--- src/design/joystick_expo_curve_core_macros.svh ---
// assertion macros for the joystick expo curve core
// included by the top level, no other dependencies
`ifndef JOYSTICK_EXPO_CURVE_CORE_MACROS_SVH
`define JOYSTICK_EXPO_CURVE_CORE_MACROS_SVH

// same-cycle implication, disabled while in reset
`define JEC_ASSERT_IMP(lbl, ck, rstn, ante, cons) \
  lbl: assert property (@(posedge ck) disable iff (!rstn) (ante) |-> (cons)) \
    else $error("jec: same-cycle check failed");

// next-cycle implication, disabled while in reset
`define JEC_ASSERT_NXT(lbl, ck, rstn, ante, cons) \
  lbl: assert property (@(posedge ck) disable iff (!rstn) (ante) |=> (cons)) \
    else $error("jec: next-cycle check failed");

`endif

--- src/design/jec_pkg.sv ---
// shared types, constants and helpers for the joystick expo curve core
// no dependencies
package jec_pkg;

  localparam int RECIP_W   = 17;
  localparam int MAG_W     = 7;
  localparam int STICK_W   = 8;
  localparam int K_W       = 14;
  localparam int DSH_W     = 13;
  localparam int POW_STEPS = 7;
  localparam int DIV_STEPS = 7;

  localparam logic [RECIP_W-1:0] RECIP_MIN = 17'd50412;
  localparam logic [RECIP_W-1:0] RECIP_ONE = 17'd65536;
  localparam logic [STICK_W-1:0] STICK_MAX = 8'd127;

  // configuration register indexes
  typedef enum logic [1:0] {
    REG_BASE_RECIP = 2'd0,
    REG_FULL_SCALE = 2'd1,
    REG_DEADBAND   = 2'd2,
    REG_MIN_OUTPUT = 2'd3
  } jec_reg_t;

  typedef struct packed {
    logic [RECIP_W-1:0] base_recip;
    logic [MAG_W-1:0]   full_scale;
    logic [MAG_W-1:0]   deadband;
    logic [MAG_W-1:0]   min_output;
  } jec_cfg_t;

  // one sample as it travels down the pipe
  typedef struct packed {
    logic               neg;    // reading was negative
    logic               zero;   // inside deadband or zero reading
    logic               flat;   // deadband equals full scale
    logic [MAG_W-1:0]   n;      // clamped min_output
    logic [MAG_W-1:0]   den;    // full scale minus deadband
    logic [MAG_W-1:0]   e;      // remaining exponent bits
    logic [RECIP_W-1:0] acc;    // power accumulator, q1.16
    logic [RECIP_W-1:0] sq;     // running square, q1.16
    logic [K_W-1:0]     k;      // (s - n) * (m - d)
    logic [DSH_W-1:0]   dsh;    // shifted divisor for the current quotient bit
    logic [K_W-1:0]     rem;    // division remainder
    logic [MAG_W-1:0]   quo;    // quotient bits so far
  } jec_item_t;

  // q1.16 product, truncated
  function automatic logic [RECIP_W-1:0] q16_mul(input logic [RECIP_W-1:0] a,
                                                 input logic [RECIP_W-1:0] b);
    logic [2*RECIP_W-1:0] p;
    p = {{RECIP_W{1'b0}}, a} * {{RECIP_W{1'b0}}, b};
    return p[RECIP_W+15:16];
  endfunction

endpackage

--- src/design/jec_front.sv ---
// input stage: magnitude, clamping of settings, deadband test, span product
// depends on jec_pkg
module jec_front import jec_pkg::*; (
  input  logic                      clk,
  input  logic                      rst_n,
  input  logic                      up_valid,
  input  logic signed [STICK_W-1:0] stick_value,
  input  jec_cfg_t                  cfg,
  input  logic                      dn_ready,
  output logic                      up_ready,
  output logic                      dn_valid,
  output jec_item_t                 dn_item
);

  logic             valid_r;
  jec_item_t        item_r;
  jec_item_t        item_nxt;
  logic [STICK_W-1:0] raw;
  logic [STICK_W-1:0] mag;
  logic [MAG_W-1:0] s;
  logic [MAG_W-1:0] d;
  logic [MAG_W-1:0] n;
  logic [MAG_W-1:0] m;
  logic [MAG_W-1:0] span_n;
  logic [MAG_W-1:0] span_m;
  logic [RECIP_W-1:0] b;

  // settings clamped to their working ranges
  always_comb begin
    s = (cfg.full_scale == '0) ? MAG_W'(1) : cfg.full_scale;
    d = (cfg.deadband > s) ? s : cfg.deadband;
    n = (cfg.min_output > s) ? s : cfg.min_output;
    if (cfg.base_recip < RECIP_MIN) begin
      b = RECIP_MIN;
    end else if (cfg.base_recip > RECIP_ONE) begin
      b = RECIP_ONE;
    end else begin
      b = cfg.base_recip;
    end
  end

  // magnitude, saturation and span product
  always_comb begin
    raw = $unsigned(stick_value);
    mag = raw[STICK_W-1] ? (STICK_W'(0) - raw) : raw;
    m = (mag > {1'b0, s}) ? s : mag[MAG_W-1:0];
    span_n = s - n;
    span_m = m - d;
    item_nxt = '0;
    item_nxt.neg  = raw[STICK_W-1];
    item_nxt.zero = (mag == '0) || (mag < {1'b0, d});
    item_nxt.flat = (s == d);
    item_nxt.n    = n;
    item_nxt.den  = s - d;
    item_nxt.e    = s - m;
    item_nxt.acc  = RECIP_ONE;
    item_nxt.sq   = b;
    item_nxt.k    = {{(K_W-MAG_W){1'b0}}, span_n} * {{(K_W-MAG_W){1'b0}}, span_m};
  end

  assign up_ready = !valid_r || dn_ready;

  always_ff @(posedge clk) begin
    if (!rst_n) begin
      valid_r <= 1'b0;
    end else if (up_ready) begin
      valid_r <= up_valid;
    end
  end

  always_ff @(posedge clk) begin
    if (up_ready && up_valid) begin
      item_r <= item_nxt;
    end
  end

  assign dn_valid = valid_r;
  assign dn_item  = item_r;

endmodule

--- config.mk ---
export PLATFORM = sky130hd
export DESIGN_NAME = jec_front
export DESIGN_NICKNAME = d
export VERILOG_FILES = /design/src/design/joystick_expo_curve_core_macros.svh /design/src/design/jec_pkg.sv /design/src/design/jec_front.sv
export SDC_FILE = /design/constraint.sdc
export NUM_CORES = 1
export LEC_CHECK = 0
export ABC_AREA = 1
export BUFFER_PORTS_ARGS = -buffer_cell sky130_fd_sc_hd__buf_4
export CORE_UTILIZATION = 49
export DETAILED_ROUTE_END_ITERATION = 7
export HOLD_SLACK_MARGIN = 0.08
export PLACE_DENSITY = 0.78
export SLEW_MARGIN = 30
export SYNTH_ARGS = -nofsm -noshare
export SYNTH_HDL_FRONTEND = slang
export SYNTH_SLANG_ARGS = --single-unit
--- constraint.sdc ---
create_clock -name clk -period 8.6 [get_ports clk]
set_input_delay 1.29 -clock clk [delete_from_list [all_inputs] [get_ports clk]]
set_output_delay 1.29 -clock clk [all_outputs]
set_load 0.005 [all_outputs]
==> results.cfg <==
[grt]
track_usage_pct = 20.2
antenna_found_initial = 0
grt.overflow.total = 0
grt_pass1_vias = 4389
grt_pass1_wl_um = 20400
grt_max_degree = 56

[status]
outcome = finished clean

[clocking]
cts_buffers = 5
clock_path_buffers = 2
clk_latency_ns = 0.30
path_clk_slew_ns = 0.08
root_buffer = clkbuf_16
tritoncts = built
htree_levels = 2
cts_num_sinks = 56

[floorplanning]
ios = 158
dieHeight_um = 113
num_rows = 40
fp.dieW_um = 113
die_area_um2 = 12700
core_um2 = 12000
start_util_pct = 50.1

[yosys]
synth-adder-area-share_pct = 26.5
syn-cell-area_um2 = 6000
synthXorXnorAreaFrac_pct = 4.95
yosys-top-cells-area = edfxtp_1 (28%), ha_1 (17%), fa_1 (9.3%), inv_1 (6.6%), buf_4 (6.4%)
yosys_most_used_dff = edfxtp_1
synthArstFlopShare_pct = 0
yosysMostFrequentCell = inv_1
synthCells = 698
synth_edf_count = 55
synth-compound-area-share_pct = 8.35
synth_area_per_cell_um2 = 8.59
yosysTopAreaCellShare_pct = 27.5
yosys-top-cells-count = inv_1 (106), nand2_1 (102), ha_1 (82)
synth.area.mux_share_pct = 0
yosys.area_share.simple_pct = 17.5
synthDominantAreaCellType = edfxtp_1
yosysSeqAreaShare_pct = 27.9
synth_top_family_by_area = adder cells
yosysUniqueCellTypes = 44
synth_warnings = 0
yosys_register_bits = 56

[setup_path]
crit_top_cell = nand2_1
startpoint_type = primary input
critPathRequiredTime_ns = 8.65
critPathArrivalTime_ns = 8.13
path_max_fanout = 9
crit_slowest_cell = fa_1
slowest_delay_ns = 0.54
critPathKind = primary input to flip-flop
critPathCaptureType = flip-flop

[final_layout]
finalInstanceArea_um2 = 7090
fill_cells = 1071
layout-drive-gt1-share_pct = 22.7
layout.nets = 983
synthToLayoutAreaGrowth_pct = 18.3
antennaDiodeCount = 0

[sta]
hold_viol = 0
tns_ns = 0
fin_crit_sh_pct = 93.9
finalCriticalPeriod_ns = 8.08
clock_skew_ns = 0.00706
fin_worst_hold_slack_ns = 0.557
clock.fmax_mhz = 124
setup_slack_ns = 0.524
tightest_slew_ns = 0.683
relSlewSlack_pct = 54.5
finalSetupViolCount = 0
maxSlewViolCount = 0

[routing]
initialDrtViolationCount = 308
wl_per_cell_um = 12.9
vias_per_cell = 4.96
wl_um = 12600
drtPass1Iterations = 6
vias = 4816
drc = 0
ant_nets = 0

[power_and_ir_drop]
peakVddDrop_uv = 564
leakagePower_nw = 3.67
netSwitchingFraction_pct = 47.0
power_w = 0.00354
clkPwrFrac_pct = 6.0
seqPwrFrac_pct = 15.1
p_switching_w = 0.00166
p_comb_share_pct = 78.9
internal_power_w = 0.00188
power_density_nw_per_um2 = 499

[placed_design]
place_hpwl_um = 10400
dp_slack_ns = 0.0127
dpl_cell_area_um2 = 6900
io_buffers = 106
gp_congestion = 0.895

[flow_run]
maxCapViolCount = 0

[min_path]
holdCritPathClass = flip-flop to flip-flop
metal layers:
layer,wire [µm],track usage [%],part of all wire [%],vias up
met5,0,0,0,-
met1,5750,26.5,46,2186
met4,201,6.04,1.6,0
met2,5880,35.2,47,198
met3,738,1.94,5.9,14
li1,-,-,-,2418
cell usage in the layout (no fill, tap or decap), types with 11 or more instances in the layout:
master    Yosys  final
a21oi_1      43     41
buf_4        51    130
conb_1        2     51
edfxtp_1     55     55
fa_1         28     28
ha_1         82     82
inv_1       106    105
nand2_1     102    102
nand2_2      11     11
nand3_1      23     23
nor2_1       61     61
o21ai_0      26     25
xor2_1       22     21
cell type report:
type                            instances  area [µm²]  share of cell area [%]
Tap cell                              147         184                    2.59
Multi-Input combinational cell        514        3670                    51.7
Clock inverter                          3        27.5                   0.388
Sequential cell                        56        1670                    23.6
Timing Repair Buffer                  130         976                    13.8
Clock buffer                            5         125                    1.76
Inverter                              116         442                    6.23
critical path, delay by kind of cell:
family / cells / cell delay (ns)
xor gates and xnor gates: 3 / 0.39
and+or+nand+nor: 15 / 1.31
buffers and inverters: 6 / 0.49
AOI/OAI and AO/OA: 8 / 1.21
adders and majority gates: 9 / 3.44
cells by family after synthesis:
kind of cell,Yosys count
compound gates,90
other cells,2
simple gates,230
xor+xnor,33
buf+inv,177
flops,56
fa+ha+maj,110
power by group through the flow:
stage	combinational [W]	sequential [W]	clock, W
after floorplan	0.00204	0.000550	0
after global placement	0.00268	0.000543	0
after detailed placement	0.00273	0.000542	0
after CTS	0.00278	0.000536	0.000218
after global routing	0.00320	0.000542	0.000226
final	0.00279	0.000535	0.000213
metrics by stage:
stage	utilization (%)	instances
6_report	59.3	971
5_1_grt	59.3	971
4_1_cts	58.9	970
3_5_place_dp	57.7	962
3_3_place_gp	57.7	962
2_1_floorplan	-	747
sequential cells by signal (all words and copies together), names as in the netlist:
name      count
dn_item      55
dn_valid      1
path summary, 6_finish.rpt:
kind                 endpoint  depth (start not counted)            from  slack [ns]
setup / recovery  dn_item[47]                         41  stick_value[0]        0.52
hold / removal       dn_valid                          2        dn_valid        0.56
setup reg to reg  dn_item[40]                          2        dn_valid        7.16
hold reg to reg      dn_valid                          2        dn_valid        0.56
repair_timing:
item / 4_1_cts / 5_1_grt
setup endpoints to repair: 0 / 3
gates resized for setup: 0 / 7
hold buffers: 0 / 0
setup buffers: 0 / 1
No activity file was read; power rests on OpenSTA's default activity.
