[src/design/joystick_expo_curve_core_macros.svh]
// assertion macros for the joystick expo curve core
// included by the top level, no other dependencies
`ifndef JOYSTICK_EXPO_CURVE_CORE_MACROS_SVH
`define JOYSTICK_EXPO_CURVE_CORE_MACROS_SVH

// same-cycle implication, disabled while in reset
`define JEC_ASSERT_IMP(lbl, ck, rstn, ante, cons) \
  lbl: assert property (@(posedge ck) disable iff (!rstn) (ante) |-> (cons)) \
    else $error("jec: same-cycle check failed");

// next-cycle implication, disabled while in reset
`define JEC_ASSERT_NXT(lbl, ck, rstn, ante, cons) \
  lbl: assert property (@(posedge ck) disable iff (!rstn) (ante) |=> (cons)) \
    else $error("jec: next-cycle check failed");

`endif

[src/design/jec_pkg.sv]
// shared types, constants and helpers for the joystick expo curve core
// no dependencies
package jec_pkg;

  localparam int RECIP_W   = 17;
  localparam int MAG_W     = 7;
  localparam int STICK_W   = 8;
  localparam int K_W       = 14;
  localparam int DSH_W     = 13;
  localparam int POW_STEPS = 7;
  localparam int DIV_STEPS = 7;

  localparam logic [RECIP_W-1:0] RECIP_MIN = 17'd50412;
  localparam logic [RECIP_W-1:0] RECIP_ONE = 17'd65536;
  localparam logic [STICK_W-1:0] STICK_MAX = 8'd127;

  // configuration register indexes
  typedef enum logic [1:0] {
    REG_BASE_RECIP = 2'd0,
    REG_FULL_SCALE = 2'd1,
    REG_DEADBAND   = 2'd2,
    REG_MIN_OUTPUT = 2'd3
  } jec_reg_t;

  typedef struct packed {
    logic [RECIP_W-1:0] base_recip;
    logic [MAG_W-1:0]   full_scale;
    logic [MAG_W-1:0]   deadband;
    logic [MAG_W-1:0]   min_output;
  } jec_cfg_t;

  // one sample as it travels down the pipe
  typedef struct packed {
    logic               neg;    // reading was negative
    logic               zero;   // inside deadband or zero reading
    logic               flat;   // deadband equals full scale
    logic [MAG_W-1:0]   n;      // clamped min_output
    logic [MAG_W-1:0]   den;    // full scale minus deadband
    logic [MAG_W-1:0]   e;      // remaining exponent bits
    logic [RECIP_W-1:0] acc;    // power accumulator, q1.16
    logic [RECIP_W-1:0] sq;     // running square, q1.16
    logic [K_W-1:0]     k;      // (s - n) * (m - d)
    logic [DSH_W-1:0]   dsh;    // shifted divisor for the current quotient bit
    logic [K_W-1:0]     rem;    // division remainder
    logic [MAG_W-1:0]   quo;    // quotient bits so far
  } jec_item_t;

  // q1.16 product, truncated
  function automatic logic [RECIP_W-1:0] q16_mul(input logic [RECIP_W-1:0] a,
                                                 input logic [RECIP_W-1:0] b);
    logic [2*RECIP_W-1:0] p;
    p = {{RECIP_W{1'b0}}, a} * {{RECIP_W{1'b0}}, b};
    return p[RECIP_W+15:16];
  endfunction

endpackage

[src/design/jec_pow_stage.sv]
// one exponent bit of the square-and-multiply power, lsb first
// depends on jec_pkg
module jec_pow_stage import jec_pkg::*; (
  input  logic      clk,
  input  logic      rst_n,
  input  logic      up_valid,
  input  jec_item_t up_item,
  input  logic      dn_ready,
  output logic      up_ready,
  output logic      dn_valid,
  output jec_item_t dn_item
);

  logic      valid_r;
  jec_item_t item_r;
  jec_item_t item_nxt;

  // multiply in the square where the bit is set, then square
  always_comb begin
    item_nxt     = up_item;
    item_nxt.acc = up_item.e[0] ? q16_mul(up_item.acc, up_item.sq) : up_item.acc;
    item_nxt.sq  = q16_mul(up_item.sq, up_item.sq);
    item_nxt.e   = up_item.e >> 1;
  end

  assign up_ready = !valid_r || dn_ready;

  always_ff @(posedge clk) begin
    if (!rst_n) begin
      valid_r <= 1'b0;
    end else if (up_ready) begin
      valid_r <= up_valid;
    end
  end

  always_ff @(posedge clk) begin
    if (up_ready && up_valid) begin
      item_r <= item_nxt;
    end
  end

  assign dn_valid = valid_r;
  assign dn_item  = item_r;

endmodule

[config.mk]
export PLATFORM = sky130hd
export DESIGN_NAME = jec_pow_stage
export DESIGN_NICKNAME = d
export VERILOG_FILES = /design/src/design/joystick_expo_curve_core_macros.svh /design/src/design/jec_pkg.sv /design/src/design/jec_pow_stage.sv
export SDC_FILE = /design/constraint.sdc
export NUM_CORES = 1
export LEC_CHECK = 0
export BUFFER_PORTS_ARGS = -buffer_cell sky130_fd_sc_hd__buf_2
export CAP_MARGIN = 20
export CORE_MARGIN = 8
export CORE_UTILIZATION = 50
export DETAILED_ROUTE_END_ITERATION = 10
export PLACE_DENSITY_LB_ADDON = 0.3
export REMOVE_ABC_BUFFERS = 1
export SLEW_MARGIN = 30
export SYNTH_ARGS = -nofsm -noshare
export SYNTH_HDL_FRONTEND = slang
export SYNTH_SLANG_ARGS = --single-unit
[constraint.sdc]
create_clock -name clk -period 15.1 [get_ports clk]
set_clock_uncertainty 0.1 [all_clocks]
set_input_delay 0.755 -clock clk [delete_from_list [all_inputs] [get_ports clk]]
set_output_delay 0.755 -clock clk [all_outputs]
set_load 0.01 [all_outputs]
==> summary.txt, run 1 <==
Status: finished, final reports clean
Synth area leaders: fa_1 (40%), edfxtp_1 (15%), ha_1 (12%)
Via count: 14660
Die footprint: 0.04800 mm2
Post-CTS sizing: 0
Worst skew pair latency: 370 ps
Final Max Tran Viols: 0
Initial antenna violation count: 1
# Post-CTS Setup Buffers: 0
DIE HEIGHT: 219.1 um
HP Class: in -> reg
Setup violations, final: 0
Sequential cell area: 0.003173 mm2
CP Launch Type: input port
Worst Max-Slew Pin Slew: 865.6 ps
RSZ-0062 raised after global routing: false
Place WS: 7573 ps
Htree depth: 3
Placer Congestion: 0.8401
Placed cell areas: 0.02205 mm2
Clock slew at reported path FFs: 90 ps
First-pass GRT wire length: 81.42 mm
Top delay family on crit path: adder cells
GR Overflow Total: 0
Fin area: 0.02234 mm2
Fin util: 54.82%
# diodes: 0
Mapped Cells: 2139
Critical Path Max Stage Delay: 570 ps
Worst R2R Path Depth: 3
Setup CP Type: in -> reg
Synth top area share: 39.90%
Count of clock tree sinks: 106
Multi-input gate area: 0.01497 mm2
Synth-to-layout area growth: 8.300%
Clock Path Buffers: 2
Starting Density: 50.62%
Cell Area, Synth: 0.02062 mm2
Main synth FF type: edfxtp_1
CP Buf/Inv Count: 6
Share of cells above drive strength 1: 11.11%
Number of fill cells: 3691
Grt met3 use: 2.437%
Pin count of the biggest net entering global routing: 69
Row cnt: 74
Post-route DRC violation count: 0
Grt met2 use: 38.41%
Count of cell types in the netlist: 71
DR vias/cell: 5.201
CP max stage cell: o21ai_0
Required @ worst endpoint: 15140 ps
Post-synth EDFFs: 105
Max Clk Rate: 0.1387 GHz
DR iter-0 viols: 644
Yosys warns: 0
Nets: 3004
GR Util met1: 26.59%
Final period util: 47.73%
Core area: 0.04074 mm2
Asr flop ratio synth: 0%
Worst-path cell chain: buf_2 -> inv_1 -> nor2_1 -> fa_1 -> fa_1 -> inv_1 -> fa_1 -> inv_1 -> fa_1 -> fa_1 -> inv_1 -> fa_1 -> inv_1 -> ha_1 -> a21oi_1 -> a21boi_0 -> o21ai_0 -> o221a_2 -> a21boi_1 -> a31o_2 -> a311o_1
Crit path depth: 21
Io pins: 218
Synth area leader: fa_1
Post-synthesis register bit count: 106
WP data arrival: 7250 ps
CTS root buffer: clkbuf_16
Syn Area/Cell: 9.642 um2
Final TNS setup: 0 ps
Total CTS buffers: 9
Final hold vios: 0
ANT nets after route: 0
TritonCTS clock tree: done
Die X: 219.1 um
CP most frequent cell: fa_1
Worst-path fanout max: 29
Max cap viols: 0
GRT Total Usage: 21.13%
Vias in the first global route: 16370
Commonest cells after routing, fill and taps aside: inv_1 (572), fa_1 (411), nand2_1 (268), buf_2 (216), ha_1 (202)
Hold-critical path depth: 1
DR pass1 iterations: 5
Final WL: 48.52 mm
Most common cell after layout, fill and taps aside: inv_1
Post-synthesis sequential area ratio: 15.39%
Max_slew headroom: 42.30%
Final worst slack: 7892 ps
DR WL/cell: 17.22 um
Number of buffers added on ports: 216
Gr busiest metal: met2
Min Clock Period, post-route: 7208 ps
Hold_buf cts: 0
CP endpoint kind: register
HPWL after detailed placement: 37.71 mm
==> metrics by stage <==
| stage | hold slack, ps | cells |
|---|---|---|
| after detailed placement | 455.6 | 2802 |
| after floorplan | 509.6 | 2052 |
| after global routing | 430.1 | 2818 |
| after CTS | 415.2 | 2818 |
| after global placement | 430.1 | 2802 |
| final | 444.1 | 2818 |
==> area by class of cell <==
| type | count | area share (%) |
|---|---|---|
| Clock buffer | 10 | 1.025 |
| Clock inverter | 6 | 0.2297 |
| Inverter | 572 | 9.613 |
| Multi-Input combinational cell | 1374 | 67.04 |
| Sequential cell | 106 | 14.21 |
| Tap cell | 532 | 2.980 |
| Timing Repair Buffer | 218 | 4.907 |
==> cells in the mapped netlist, types with 3 or more instances <==
master     count
inv_1        572
fa_1         411
nand2_1      268
ha_1         202
and2_1       181
edfxtp_1     105
clkbuf_1      84
a21oi_1       48
nor2_1        41
xnor2_1       29
a21o_1        19
o21ai_0       18
nand3_1       12
nand4_1       11
nor2b_1        9
nor3_1         9
mux2_2         8
xor2_1         8
and3_1         6
o211ai_1       6
a211oi_1       5
nand2b_1       5
or3_1          5
a31oi_1        4
o21a_1         4
a2111oi_0      3
a211o_1        3
mux2i_1        3
o31ai_1        3
==> layer usage <==
| layer | part of all wire (%) | up-vias | wire length [um] |
|---|---|---|---|
| met5 | 0 | - | 0 |
| met4 | 1.9 | 0 | 918 |
| met3 | 4.1 | 56 | 1997 |
| met2 | 54 | 312 | 26030 |
| met1 | 40 | 7589 | 19580 |
| li1 | - | 6700 | - |
==> sequential cells by signal, summed over array words and instances, names as in the netlist <==
signal	flops
dn_item	105
dn_valid	1
==> kinds of logic after synthesis <==
family / share of synthesized area (%)
xor+xnor: 1.571
fa+ha+maj: 52.15
simple gates: 13.47
buf+inv: 12.02
flops: 15.39
mux: 0.5824
compound gates: 4.799
other cells: 0.01818
==> path summary, 6_finish.rpt <==
check | start | end | slack [ps]
worst max-delay path | up_item[61] | dn_item[64]$_DFFE_PP_ | 7890
worst min-delay path | up_item[101] | dn_item[101]$_DFFE_PP_ | 440
worst max register to register | dn_valid$_SDFFE_PN0N_ | dn_item[89]$_DFFE_PP_ | 12820
worst min register to register | dn_valid$_SDFFE_PN0N_ | dn_valid$_SDFFE_PN0N_ | 470
Power of run 1 is not shown: default switching activity piles up to over one toggle a cycle in this logic, so the estimate is an artifact.
==> run 2, diff against run 1 <==
Clock period 15.1 ns to 6.8 ns, I/O delays scaled along.
==> summary.txt, run 2 (synthesis gave the netlist of run 1 again) <==
Status: finished, final reports clean
ANT nets after route: 0 (unchanged)
Clock slew at reported path FFs: 100 ps (about the same)
Vias in the first global route: 16490 (+0.72%)
CTS root buffer: clkbuf_16
Final non-filler cell total: 2863 (+1.6%)
WHS Endpoint: dn_item[101]$_DFFE_PP_
Count of clock tree sinks: 106 (unchanged)
Hold-critical path depth: 1 (unchanged)
Setup CP Type: in -> reg
WP data arrival: 6270 ps (-980 ps)
Row cnt: 74 (unchanged)
Max Clk Rate: 0.1603 GHz
Post-route DRC violation count: 0 (unchanged)
Final Max Tran Viols: 0 (unchanged)
DR pass1 iterations: 6 (+1)
DR iter-0 viols: 709 (+10%)
First-pass GRT wire length: 81.72 mm (+0.37%)
TritonCTS clock tree: done
Die X: 219.1 um (unchanged)
GR Overflow Total: 0 (unchanged)
Synth-to-layout area growth: 10.23%
Setup violations, final: 0 (unchanged)
Pin count of the biggest net entering global routing: 56 (-19%)
Final hold vios: 0 (unchanged)
Number of buffers added on ports: 216 (unchanged)
Max_slew headroom: 49.39% (+7.1 points)
FF-to-FF End: dn_item[24]$_DFFE_PP_
Post-placement cell count: 2847 (+1.6%)
GRT Total Usage: 21.27% (+0.14 points)
R2r startpoint: dn_valid$_SDFFE_PN0N_
HPWL after detailed placement: 40.29 mm (+6.8%)
Final period util: 91.77%
Post-CTS sizing: 0 (unchanged)
Die footprint: 0.04800 mm2 (unchanged)
Total CTS buffers: 9 (unchanged)
Fin area: 0.02273 mm2 (+1.8%)
Worst-path fanout max: 26 (-10%)
DR WL/cell: 17.22 um (about the same)
Core area: 0.04074 mm2 (unchanged)
Worst R2R Path Depth: 3 (unchanged)
Max cap viols: 0 (unchanged)
Final hold slack: 31.92 ps (-412.2 ps)
# Post-CTS Setup Buffers: 0 (unchanged)
Reg2reg setup slack: 4530 ps (-8290 ps)
Final WL: 49.29 mm (+1.6%)
Htree depth: 3 (unchanged)
DR vias/cell: 5.160 (-0.79%)
Most common cell after layout, fill and taps aside: inv_1
Initial antenna violation count: 1 (unchanged)
Sequential cell area: 0.003173 mm2 (unchanged)
Commonest cells after routing, fill and taps aside: inv_1 (572), fa_1 (411), nand2_1 (268), buf_2 (216), ha_1 (202)
Hold_buf cts: 0 (unchanged)
Number of fill cells: 3630 (-1.7%)
HP Class: in -> reg
# diodes: 0 (unchanged)
Worst Max-Slew Pin Slew: 759.2 ps (-106.4 ps)
Nets: 3049 (+1.5%)
Via count: 14770 (+0.79%)
Worst skew pair latency: 360 ps (about the same)
RSZ-0062 raised after global routing: false
Starting Density: 50.62% (unchanged)
Placer Congestion: 0.8833 (+5.1%)
CP endpoint kind: register
DIE HEIGHT: 219.1 um (unchanged)
CP Launch Type: input port
Share of cells above drive strength 1: 12.87% (+1.8 points)
Final TNS setup: 0 ps (unchanged)
Min Clock Period, post-route: 6240 ps
Multi-input gate area: 0.01497 mm2 (unchanged)
Largest register FFs: 105 (unchanged)
Placed cell areas: 0.02241 mm2 (+1.6%)
Io pins: 218 (unchanged)
Min-Delay Startpoint: up_item[101]
Clock Path Buffers: 2 (unchanged)
Required @ worst endpoint: 6830 ps (-8310 ps)
==> run 2: changes by cell type in the layout (fill, tap and decap cells not counted), sizes merged <==
cell,before,now
buf,218,263
clkinv,4,2
inv,574,576
clkbuf,10,9
bufinv,0,1
==> run 2: per-layer routing <==
layer	wire (um)	part of all wire (%)	track usage [%]	vias to the layer above
li1	-	-	-	6768
met1	19610	40	26.64	7553
met2	26070	53	38.73	368
met3	2245	4.6	2.010	84
met4	1370	2.8	6.028	0
met5	0	0	0	-
==> run 2: critical path, stage by stage <==
cell      delay [ps]
buf_2            480
and2_1           290
fa_1             460
fa_1             520
inv_1             60
fa_1             520
inv_1             50
fa_1             450
fa_1             490
inv_1             50
fa_1             470
inv_1             40
ha_1             390
nand2_1          120
o31ai_1          270
o21ai_0          140
buf_4            170
o221a_2          240
a21boi_1         310
a31oi_1          130
a311o_1          280
==> run 2: layout make-up <==
cell class | instances | share of cell area, %
Clock buffer | 9 | 0.9907
Clock inverter | 7 | 0.4513
Inverter | 572 | 9.445
Multi-Input combinational cell | 1374 | 65.86
Sequential cell | 106 | 13.96
Tap cell | 532 | 2.928
Timing Repair Buffer | 263 | 6.362
==> run 2: how the worst max path moves through the flow <==
stage | start | slack, ps | to | cells past startpoint
finish | up_item[57] | 560 | dn_item[64]$_DFFE_PP_ | 21
global route | up_item[50] | 180 | dn_item[56]$_DFFE_PP_ | 22
CTS | up_item[57] | 550 | dn_item[64]$_DFFE_PP_ | 21
detailed placement | up_item[57] | 170 | dn_item[64]$_DFFE_PP_ | 21
global placement | up_item[51] | 310 | dn_item[64]$_DFFE_PP_ | 22
floorplan | up_item[72] | 990 | dn_item[81]$_DFFE_PP_ | 19
==> run 2: metrics by stage <==
stage | utilization [%] | worst slack (ps)
floorplan | - | 987.9
global placement | 55.00 | 305.5
detailed placement | 55.00 | 165.4
CTS | 55.80 | 549.0
global route | 55.80 | 184.6
finish | 55.80 | 559.9
Power of run 2 is left out for the same reason.
