--- src/design/joystick_expo_curve_core_macros.svh ---
// assertion macros for the joystick expo curve core
// included by the top level, no other dependencies
`ifndef JOYSTICK_EXPO_CURVE_CORE_MACROS_SVH
`define JOYSTICK_EXPO_CURVE_CORE_MACROS_SVH

// same-cycle implication, disabled while in reset
`define JEC_ASSERT_IMP(lbl, ck, rstn, ante, cons) \
  lbl: assert property (@(posedge ck) disable iff (!rstn) (ante) |-> (cons)) \
    else $error("jec: same-cycle check failed");

// next-cycle implication, disabled while in reset
`define JEC_ASSERT_NXT(lbl, ck, rstn, ante, cons) \
  lbl: assert property (@(posedge ck) disable iff (!rstn) (ante) |=> (cons)) \
    else $error("jec: next-cycle check failed");

`endif

--- src/design/jec_pkg.sv ---
// shared types, constants and helpers for the joystick expo curve core
// no dependencies
package jec_pkg;

  localparam int RECIP_W   = 17;
  localparam int MAG_W     = 7;
  localparam int STICK_W   = 8;
  localparam int K_W       = 14;
  localparam int DSH_W     = 13;
  localparam int POW_STEPS = 7;
  localparam int DIV_STEPS = 7;

  localparam logic [RECIP_W-1:0] RECIP_MIN = 17'd50412;
  localparam logic [RECIP_W-1:0] RECIP_ONE = 17'd65536;
  localparam logic [STICK_W-1:0] STICK_MAX = 8'd127;

  // configuration register indexes
  typedef enum logic [1:0] {
    REG_BASE_RECIP = 2'd0,
    REG_FULL_SCALE = 2'd1,
    REG_DEADBAND   = 2'd2,
    REG_MIN_OUTPUT = 2'd3
  } jec_reg_t;

  typedef struct packed {
    logic [RECIP_W-1:0] base_recip;
    logic [MAG_W-1:0]   full_scale;
    logic [MAG_W-1:0]   deadband;
    logic [MAG_W-1:0]   min_output;
  } jec_cfg_t;

  // one sample as it travels down the pipe
  typedef struct packed {
    logic               neg;    // reading was negative
    logic               zero;   // inside deadband or zero reading
    logic               flat;   // deadband equals full scale
    logic [MAG_W-1:0]   n;      // clamped min_output
    logic [MAG_W-1:0]   den;    // full scale minus deadband
    logic [MAG_W-1:0]   e;      // remaining exponent bits
    logic [RECIP_W-1:0] acc;    // power accumulator, q1.16
    logic [RECIP_W-1:0] sq;     // running square, q1.16
    logic [K_W-1:0]     k;      // (s - n) * (m - d)
    logic [DSH_W-1:0]   dsh;    // shifted divisor for the current quotient bit
    logic [K_W-1:0]     rem;    // division remainder
    logic [MAG_W-1:0]   quo;    // quotient bits so far
  } jec_item_t;

  // q1.16 product, truncated
  function automatic logic [RECIP_W-1:0] q16_mul(input logic [RECIP_W-1:0] a,
                                                 input logic [RECIP_W-1:0] b);
    logic [2*RECIP_W-1:0] p;
    p = {{RECIP_W{1'b0}}, a} * {{RECIP_W{1'b0}}, b};
    return p[RECIP_W+15:16];
  endfunction

endpackage

--- src/design/jec_div_stage.sv ---
// one restoring division step, one quotient bit msb first
// depends on jec_pkg
module jec_div_stage import jec_pkg::*; (
  input  logic      clk,
  input  logic      rst_n,
  input  logic      up_valid,
  input  jec_item_t up_item,
  input  logic      dn_ready,
  output logic      up_ready,
  output logic      dn_valid,
  output jec_item_t dn_item
);

  logic      valid_r;
  jec_item_t item_r;
  jec_item_t item_nxt;
  logic [K_W-1:0] trial;
  logic           fits;

  // compare against the shifted divisor and subtract where it fits
  always_comb begin
    trial    = {{(K_W-DSH_W){1'b0}}, up_item.dsh};
    fits     = (up_item.rem >= trial);
    item_nxt = up_item;
    item_nxt.rem = fits ? (up_item.rem - trial) : up_item.rem;
    item_nxt.quo = {up_item.quo[MAG_W-2:0], fits};
    item_nxt.dsh = up_item.dsh >> 1;
  end

  assign up_ready = !valid_r || dn_ready;

  always_ff @(posedge clk) begin
    if (!rst_n) begin
      valid_r <= 1'b0;
    end else if (up_ready) begin
      valid_r <= up_valid;
    end
  end

  always_ff @(posedge clk) begin
    if (up_ready && up_valid) begin
      item_r <= item_nxt;
    end
  end

  assign dn_valid = valid_r;
  assign dn_item  = item_r;

endmodule

--- config.mk ---
export PLATFORM = sky130hd
export DESIGN_NAME = jec_div_stage
export DESIGN_NICKNAME = d
export VERILOG_FILES = /design/src/design/joystick_expo_curve_core_macros.svh /design/src/design/jec_pkg.sv /design/src/design/jec_div_stage.sv
export SDC_FILE = /design/constraint.sdc
export NUM_CORES = 1
export LEC_CHECK = 0
export BUFFER_PORTS_ARGS = -buffer_cell sky130_fd_sc_hd__buf_2
export CELL_PAD_IN_SITES_DETAIL_PLACEMENT = 0
export CELL_PAD_IN_SITES_GLOBAL_PLACEMENT = 1
export CORE_AREA = 2 2 113 115
export CTS_CLUSTER_SIZE = 10
export DETAILED_ROUTE_END_ITERATION = 8
export DIE_AREA = 0 0 115 117
export PLACE_DENSITY = 0.84
export SYNTH_ARGS = -nofsm -noshare
export SYNTH_HDL_FRONTEND = slang
export SYNTH_SLANG_ARGS = --single-unit
--- constraint.sdc ---
create_clock -name clk -period 4.9 [get_ports clk]
set_clock_uncertainty 0.15 [all_clocks]
set_input_delay 0.98 -clock clk [delete_from_list [all_inputs] [get_ports clk]]
set_output_delay 0.98 -clock clk [all_outputs]
set_load 0.05 [all_outputs]
==> qor.yml, run 1 <==
timing.rr.start: "dn_valid$_SDFFE_PN0N_"
period_minus_slack_ps: 3220
crit_fanout: 10
hp-start: "dn_valid$_SDFFE_PN0N_"
drive_gt1_share_pct: 52.0
path_class: "primary input to register"
reg2reg_depth: 3
post_cts_resized: 0
required_ps: 4850
syn_nets: 366
grt_use_total_pct: 15.4
dp_slack_ps: 1320
post_dp_cell_area_um2: 5420
final_nets: 588
place_congestion: 0.888
setup_ws_ps: 1680
synthArstFlopShare_pct: 0
worstSetupEndpointType: "register"
drt_pre_antenna_iters: 4
cts_max_level: 3
synth_cells: 242
min_to: "dn_valid$_SDFFE_PN0N_"
p_leak_uw: 0.00250
tightestPinTransition_ps: 713
postRouteAntennaNets: 0
critPathMostFrequentCell: "inv_1"
ctsLongestPathBuffers: 2
p_per_area_nw_per_um2: 394
status: "completed"
area_delta_synth_final_pct: 37.1
grt_pass1_vias: 2914
die-area_um2: 13500
start_kind: "primary input"
cp_slowest_cell: "fa_1"
path_clk_slew_ps: 70
synth_top_area_share_pct: 75.6
core_area_um2: 12300
netlist_top_cells_count: "edfxtp_1, inv_1, ha_1"
arrival_ps: 3160
synth_edf_count: 105
start_util_pct: 33.9
yosysWarnings: 0
dp_hpwl_mm: 8.48
seq_area_frac_synth_pct: 76.0
ir_drop_uv: 162
clock-sinks: 106
setup_tns_ps: 0
io_pins: 218
num_vias: 2940
synth_fa_ha_area_share_pct: 4.38
min_path_cells: 2
muxShareOfSynthArea_pct: 1.62
crit_family: "compound AO/OA/AOI/OAI gates"
reg2reg_slack_ps: 2920
gr-total-overflow: 0
drc_errors: 0
dieHeight_um: 117
grt_pass1_wl_mm: 15.1
synth_compound_area_share_pct: 8.82
tritoncts: "built"
hp-class: "register to register"
critPathBufInv: 4
p_total_uw: 2260
period_share_pct: 65.7
cts_buffers: 9
ys.flop_type: "edfxtp_1"
cts_hold_buf: 0
chipWidth_um: 115
cts-root-buf: "clkbuf_16"
yosys.area.top_type: "edfxtp_1"
rsz0062_at_grt: "false"
slew_viol_final: 0
synthMostInstantiatedCell: "edfxtp_1"
crit_chain: "buf_2, inv_1, ha_1, inv_1, fa_1, a21o_1, a211o_4, a22o_4, nor2_8, inv_4, mux2_4"
holdWs_ps: 381
max_freq_ghz: 0.311
cts_setup_buffers: 0
relSlewSlack_pct: 52.5
setup_violations: 0
maxCapViolCount: 0
synth-simple-area-share_pct: 5.76
synth_xor_xnor_area_share_pct: 1.05
clk-insertion-delay-late_ps: 340
yosys-top-cells-area: "edfxtp_1, ha_1, a21oi_1, inv_1, a21o_1"
routed_wl_mm: 10.8
grt_max_degree: 55
hold_viol: 0
synth-seq-cells: 106
cp.depth: 11
syn_area_per_cell_um2: 17.2
reg2reg_to: "dn_item[69]$_DFFE_PP_"
ys_types: 47
syn_area_um2: 4170
row_count: 41
synth_top_family_by_area: "compound AO/OA/AOI/OAI gates"
design_area_um2: 5720
post_drt_wl_per_cell_um: 17.4
drt_iter0_markers: 242
max_stage_delay_ps: 410
antenna_found_initial: 4
viasPerCell: 4.73
io_buffers: 215
metal layers:
layer  up-vias  global-route usage [%]  routed length, um
met5         -                       0                 25
met4         4                    7.31                224
met3        17                    5.05                851
met2       131                    28.5               5810
met1      1391                    15.6               3900
li1       1397                       -                  -
worst register-to-register path, cell delays in order, from the launching register on:
cell      delay (ps)
dfxtp_1          310
nand2b_1          90
and2_4           620
buf_4            470
report_power, final:
part           switching [uW]  leakage (uW)  internal (uW)  total (uW)
sequential               14.4       0.00102           1070        1090
combinational             340       0.00133            130         470
clock                     344      0.000138            355         699
cells in the final DEF (no fill, tap or decap), drive strengths merged, types with 2 or more instances in the layout:
cell and n:
nand2 5, buf 217, a21oi 12, o21ai 3
nand4 2, a21o 7, clkinv 4, nand3 9
mux2 5, a21boi 3, nor3 6, edfxtp 105
clkbuf 9, inv 18, diode 3, nor2 4
and3 4, xnor2 5, a22o 2, o31a 2
o31ai 6, ha 13, o21a 5, and2 3
and4 3
state kept, by name, indices dropped and copies added, names as in the netlist:
name / count
dn_item: 105
dn_valid: 1
worst max path at each step:
stage	start	end	slack, ps
global route	up_item[7]	dn_item[17]$_DFFE_PP_	1590
floorplan	dn_ready	dn_item[0]$_DFFE_PP_	330
finish	up_item[7]	dn_item[17]$_DFFE_PP_	1680
detailed placement	up_item[7]	dn_item[11]$_DFFE_PP_	1320
global placement	up_item[7]	dn_item[17]$_DFFE_PP_	1340
CTS	up_item[7]	dn_item[17]$_DFFE_PP_	1680
metrics by stage:
step,instances,util [%]
floorplan,242,-
global placement,603,44.0
detailed placement,603,44.0
CTS,619,46.4
global route,621,46.4
finish,622,46.5
logic make-up after synthesis:
logic type | Yosys count
compound gates | 49
xor+xnor | 5
fa+ha+maj | 14
buf+inv | 22
flops | 106
mux | 5
other cells | 1
simple gates | 40
area by class of cell:
class	instances	area [um2]
multi-input combinational	114	908
fill	1105	6590
antenna	3	7.51
timing repair buffer	217	1090
inverter	16	62.6
tap	150	188
clock inverter	7	65.1
sequential	106	3170
clock buffer	9	225
(Power assumes the default switching activity.)
==> inputs of run 2 (changes only) <==
- ABC_AREA: default -> 1
- CORE_AREA: 2 2 113 115 -> 2 2 122 124
- DIE_AREA: 0 0 115 117 -> 0 0 124 126
- PLACE_DENSITY: 0.84 -> 0.8
- clock period: 4.9 -> 2.85 ns (I/O delays scaled with it)
==> run 2 against run 1 <==
Critical path type unchanged. Synthesized cell count rose by 40%. Wire length rose by 1.7%. Power rose by 71%. Synthesized area rose by 3.6%. Via count rose by 6.5%. First-iteration DRC count fell by 36%. Largest cell class unchanged. Cell area rose by 3.8%. Core utilization fell by 5.0 points. Register-to-register slack got worse by 1600 ps. Clock-buffer cell count rose by 1. Critical path depth did not move.
==> qor.yml, run 2 <==
status: "completed"
synth_top_area_share_pct: 72.9  # -2.6 points
crit_fanout: 16  # +6
setup_tns_ps: 0  # unchanged
cts_buffers: 9  # unchanged
max_freq_ghz: 0.439
post_cts_resized: 0  # unchanged
grt_pass1_vias: 3030  # +4.0%
synthArstFlopShare_pct: 0  # unchanged
row_count: 44  # +7.3%
synth-seq-cells: 106  # unchanged
synth_edf_count: 105  # unchanged
drt_pre_antenna_iters: 4  # unchanged
clock_power_share_pct: 30.4  # -0.6 points
cp_slowest_cell: "fa_1"
p_leak_uw: 0.00281  # +13%
seq_area_frac_synth_pct: 73.4  # -2.7 points
setup_violations: 0  # unchanged
rsz0062_at_grt: "false"
period_share_pct: 80.0
cp-startpoint: "up_item[7]"
seqPwrFrac_pct: 48.5  # +0.3 points
p_int_uw: 2650  # +70%
yosys.area.top_type: "edfxtp_1"
synth-simple-area-share_pct: 14.0  # +8.2 points
required_ps: 2790  # -2060 ps
netlist_top_cells_count: "edfxtp_1, nand2_1, inv_1"
dieHeight_um: 126  # +7.7%
num_vias: 3131  # +6.5%
final_cells: 753  # +21%
dp_slack_ps: 176  # -1150 ps
period_minus_slack_ps: 2280
hold_viol: 0  # unchanged
routed_wl_mm: 11.0  # +1.7%
post_drt_wl_per_cell_um: 14.6  # -16%
start_kind: "primary input"
max_stage_delay_ps: 450  # +40 ps
worstSetupEndpointType: "register"
ys_types: 24  # -49%
crit_chain: "buf_2, inv_1, ha_1, inv_1, fa_1, nand2_1, nand3_2, nand2_1, nand3_4, inv_4, a21oi_2"
reg2reg_slack_ps: 1330  # -1590 ps
p_total_uw: 3850  # +71%
grt_use_total_pct: 13.6  # -1.8 points
drc_errors: 0  # unchanged
viasPerCell: 4.16  # -12%
dp_hpwl_mm: 8.85  # +4.3%
cts_max_level: 3  # unchanged
maxCapViolCount: 0  # unchanged
drive_gt1_share_pct: 43.8  # -8.3 points
arrival_ps: 2220  # -940 ps
layout_common_cells: "buf_2, edfxtp_1, nand2_1"
critPathBufInv: 4  # unchanged
hp-class: "primary input to register"
grt_max_degree: 62  # +13%
cts-root-buf: "clkbuf_16"
crit_family: "adder cells"
start_util_pct: 30.2  # -3.7 points
ir_drop_uv: 292  # +80%
p_switching_uw: 1200  # +72%
post_dp_cell_area_um2: 5660  # +4.4%
ys.flop_type: "edfxtp_1"
place_congestion: 0.838  # -5.7%
synthMostInstantiatedCell: "edfxtp_1"
synth_xor_xnor_area_share_pct: 1.22  # +0.17 points
syn_nets: 462  # +26%
reg2reg_depth: 2  # -1
antenna_found_initial: 1  # -3
syn_area_um2: 4320  # +3.6%
design_area_um2: 5940  # +3.8%
tritoncts: "built"
muxShareOfSynthArea_pct: 0  # -1.6 points
p_per_area_nw_per_um2: 648  # +64%
setup_ws_ps: 571  # -1110 ps
ctsLongestPathBuffers: 2  # unchanged
cts_hold_buf: 0  # unchanged
cp.depth: 11  # unchanged
final_nets: 688  # +17%
area_delta_synth_final_pct: 37.4
dp_cells: 737  # +22%
path_clk_slew_ps: 70  # about the same
mostFrequentLayoutCell: "buf_2"
drt_iter0_markers: 155  # -36%
combinationalPowerShare_pct: 21.1  # +0.3 points
die-area_um2: 15600  # +16%
yosysWarnings: 0  # unchanged
postRouteAntennaNets: 0  # unchanged
switching_share_pct: 31.1  # +0.16 points
core_area_um2: 14300  # +16%
crit_end: "dn_item[20]$_DFFE_PP_"
chipWidth_um: 124  # +7.8%
clock-sinks: 106  # unchanged
synth_fa_ha_area_share_pct: 4.22  # -0.15 points
timing.rr.start: "dn_valid$_SDFFE_PN0N_"
synth_compound_area_share_pct: 1.50  # -7.3 points
yosys-top-cells-area: "edfxtp_1, nand2_1, inv_1, ha_1, nand3_1"
path_class: "primary input to register"
grt_pass1_wl_mm: 15.7  # +4.4%
cts_setup_buffers: 0  # unchanged
synth_cells: 338  # +40%
antennaDiodeCount: 0  # -3
syn_area_per_cell_um2: 12.8  # -26%
io_pins: 218  # unchanged
clk-insertion-delay-late_ps: 340  # about the same
largest_reg_flops: 105  # unchanged
reg2reg_to: "dn_item[100]$_DFFE_PP_"
io_buffers: 215  # unchanged
synth_top_family_by_area: "simple AND/OR/NAND/NOR gates"
gr-total-overflow: 0  # unchanged
slew_viol_final: 0  # unchanged
==> run 2: area by class of cell <==
cell class | instances | area [um2]
Fill cell | 1409 | 8370
Multi-Input combinational cell | 173 | 920
Tap cell | 184 | 230
Inverter | 56 | 225
Timing Repair Buffer | 218 | 1110
Clock buffer | 10 | 229
Clock inverter | 6 | 50.0
Sequential cell | 106 | 3170
==> run 2: logic make-up (layout without fill, tap and decap cells) <==
kind of cell / Yosys count / in the layout
other cells: 1 / 1
simple gates: 141 / 141
compound gates: 11 / 11
buf+inv: 59 / 290
flops: 106 / 106
fa+ha+maj: 14 / 14
xor+xnor: 6 / 6
==> run 2: worst reg2reg max path, cell delays in order (launching register included) <==
cell     delay (ps)
dfxtp_2         350
a21oi_4         310
buf_12          330
==> run 2: how the worst min path moves through the flow <==
| stage | slack [ps] | start | cells past startpoint | end |
|---|---|---|---|---|
| 3_5_place_dp | 390 | dn_valid$_SDFFE_PN0N_ | 2 | dn_valid$_SDFFE_PN0N_ |
| 3_3_place_gp | 370 | dn_valid$_SDFFE_PN0N_ | 2 | dn_valid$_SDFFE_PN0N_ |
| 2_1_floorplan | 520 | up_item[100] | 0 | dn_item[100]$_DFFE_PP_ |
| 4_1_cts | 230 | up_item[4] | 1 | dn_item[5]$_DFFE_PP_ |
| 6_report | 250 | up_item[95] | 1 | dn_item[95]$_DFFE_PP_ |
| 5_1_grt | 230 | up_item[52] | 1 | dn_item[52]$_DFFE_PP_ |
==> run 2: through the flow <==
step	utilization (%)	hold WS (ps)
global placement	39.5	369
floorplan	-	519
finish	41.5	251
CTS	41.5	234
global route	41.5	230
detailed placement	39.5	395
==> run 2: layer usage <==
layer	track usage (%)	wire length, um
met1	14.6	4170
met2	25.1	5780
met3	4.53	996
met4	3.37	41
met5	0	8
==> run 2: power groups by stage <==
stage               clock network (uW)  logic (uW)  registers [uW]
floorplan                            0         225            2270
global placement                     0         811            1900
detailed placement                   0         819            1900
CTS                               1210         821            1870
global route                      1270         877            1880
finish                            1170         811            1870
==> inputs of run 3 (changes only) <==
- CORE_AREA: 2 2 122 124 -> 2 2 116 118
- DIE_AREA: 0 0 124 126 -> 0 0 118 120
- PLACE_DENSITY: 0.8 -> 0.84
- clock period: 2.85 -> 2.1 ns (I/O delays scaled with it)
==> run 3 against run 2 <==
Via count rose by 4.2%. Die area decreased by 9.4%. Global-route usage up 2.4 points. Power up 38%. Combinational power increased by 43%. Sequential power is 35% higher. Wire length increased by 4.5%. Register-to-register slack worse by 710 ps. Worst setup slack got worse by 420 ps.
==> qor.yml, run 3 (synthesized netlist as in run 2, its figures left out) <==
viasPerCell: 4.22  # +1.5%
mostFrequentLayoutCell: "buf_2"
p_leak_uw: 0.00294  # +4.6%
maxCapViolCount: 0  # unchanged
path_class: "primary input to register"
postRouteAntennaNets: 0  # unchanged
gr-total-overflow: 0  # unchanged
critPathBufInv: 3  # -1
start_util_pct: 33.3  # +3.1 points
critPathMostFrequentCell: "nand2_1"
final_nets: 714  # +3.8%
cts_max_level: 3  # unchanged
cts_buffers: 9  # unchanged
path_clk_slew_ps: 80  # about the same
grt_pass1_vias: 3275  # +8.1%
grt_use_total_pct: 16.0  # +2.4 points
hp-class: "primary input to register"
crit_chain: "buf_2, inv_1, ha_1, inv_1, fa_2, nand2_1, nand3_2, nand2_1, nand3_2, nand3_1, nand2_1"
holdWs_ps: 99.0  # -152 ps
place_congestion: 0.845  # +0.93%
row_count: 42  # -4.5%
p_per_area_nw_per_um2: 864  # +33%
grt_pass1_wl_mm: 17.0  # +8.3%
slew_viol_final: 0  # unchanged
die-area_um2: 14200  # -9.4%
area_delta_synth_final_pct: 41.9
hold_viol: 0  # unchanged
cts-root-buf: "clkbuf_16"
grt_max_degree: 89  # +44%
setup_violations: 0  # unchanged
ir_drop_uv: 373  # +28%
drc_errors: 0  # unchanged
dp_cells: 754  # +2.3%
io_buffers: 215  # unchanged
worstSetupEndpointType: "register"
post_drt_wl_per_cell_um: 14.9  # +1.8%
routed_wl_mm: 11.5  # +4.5%
dp_hpwl_mm: 9.29  # +5.0%
period_share_pct: 93.0
crit_fanout: 8  # -8
rsz0062_at_grt: "false"
crit_family: "simple AND/OR/NAND/NOR gates"
tritoncts: "built"
io_pins: 218  # unchanged
final_cells: 773  # +2.7%
status: "completed"
num_vias: 3261  # +4.2%
layout_common_cells: "buf_2, edfxtp_1, nand2_1"
required_ps: 2050  # -740 ps
cts_hold_buf: 0  # unchanged
chipWidth_um: 118  # -4.8%
drt_pre_antenna_iters: 5  # +1
max_freq_ghz: 0.512
arrival_ps: 1900  # -320 ps
drt_iter0_markers: 249  # +61%
start_kind: "primary input"
largest_reg_flops: 105  # unchanged
clock-sinks: 106  # unchanged
dieHeight_um: 120  # -4.8%
core_area_um2: 13000  # -9.3%
ctsLongestPathBuffers: 2  # unchanged
cp_slowest_cell: "fa_2"
period_minus_slack_ps: 1950
clk-insertion-delay-late_ps: 340  # about the same
max_stage_delay_ps: 370  # -80 ps
drive_gt1_share_pct: 46.4  # +2.6 points
antenna_found_initial: 2  # +1
==> run 3: through the flow <==
step	TNS [ps]	power (uW)	setup WS (ps)	cell area, um2	util, %
2_1_floorplan	-70660	3380	-673	4340	-
3_3_place_gp	-2380	3730	-212	5830	44.9
3_5_place_dp	-3180	3750	-261	5830	44.9
4_1_cts	0	5370	121	6110	47.1
5_1_grt	0	5540	14.4	6130	47.2
6_report	0	5300	148	6130	47.3
==> run 3: final timing paths <==
| kind | slack [ps] | start | depth (start not counted) | endpoint |
|---|---|---|---|---|
| max | 150 | up_item[7] | 11 | dn_item[18]$_DFFE_PP_ |
| min | 100 | up_item[59] | 1 | dn_item[59]$_DFFE_PP_ |
| max reg2reg | 620 | dn_valid$_SDFFE_PN0N_ | 2 | dn_item[4]$_DFFE_PP_ |
| min reg2reg | 410 | dn_valid$_SDFFE_PN0N_ | 2 | dn_valid$_SDFFE_PN0N_ |
==> run 3: metal layers <==
metal / wire length [um] / GRT usage, % / vias up
met5: 0 / 0 / -
li1: - / - / 1635
met2: 6290 / 30.1 / 120
met3: 775 / 5.75 / 4
met4: 46 / 4.07 / 0
met1: 4380 / 16.9 / 1502
==> run 3: power by group <==
part	internal (uW)	switching, uW	total (uW)
logic	325	839	1160
clock network	831	769	1600
registers	2500	32.8	2530
==> run 3: area by class of cell <==
cell class / count / area, um2
multi-input combinational: 174 / 935
inverter: 56 / 215
clock buffer: 10 / 229
antenna: 2 / 5.00
tap: 176 / 220
clock inverter: 6 / 55.1
sequential: 106 / 3180
timing repair buffer: 243 / 1300
fill: 1196 / 6850
==> run 3: timing repair <==
action / in CTS / in global routing
resized for setup: 0 / 2
setup buffers: 0 / 0
endpoints found under the setup margin: 0 / 7
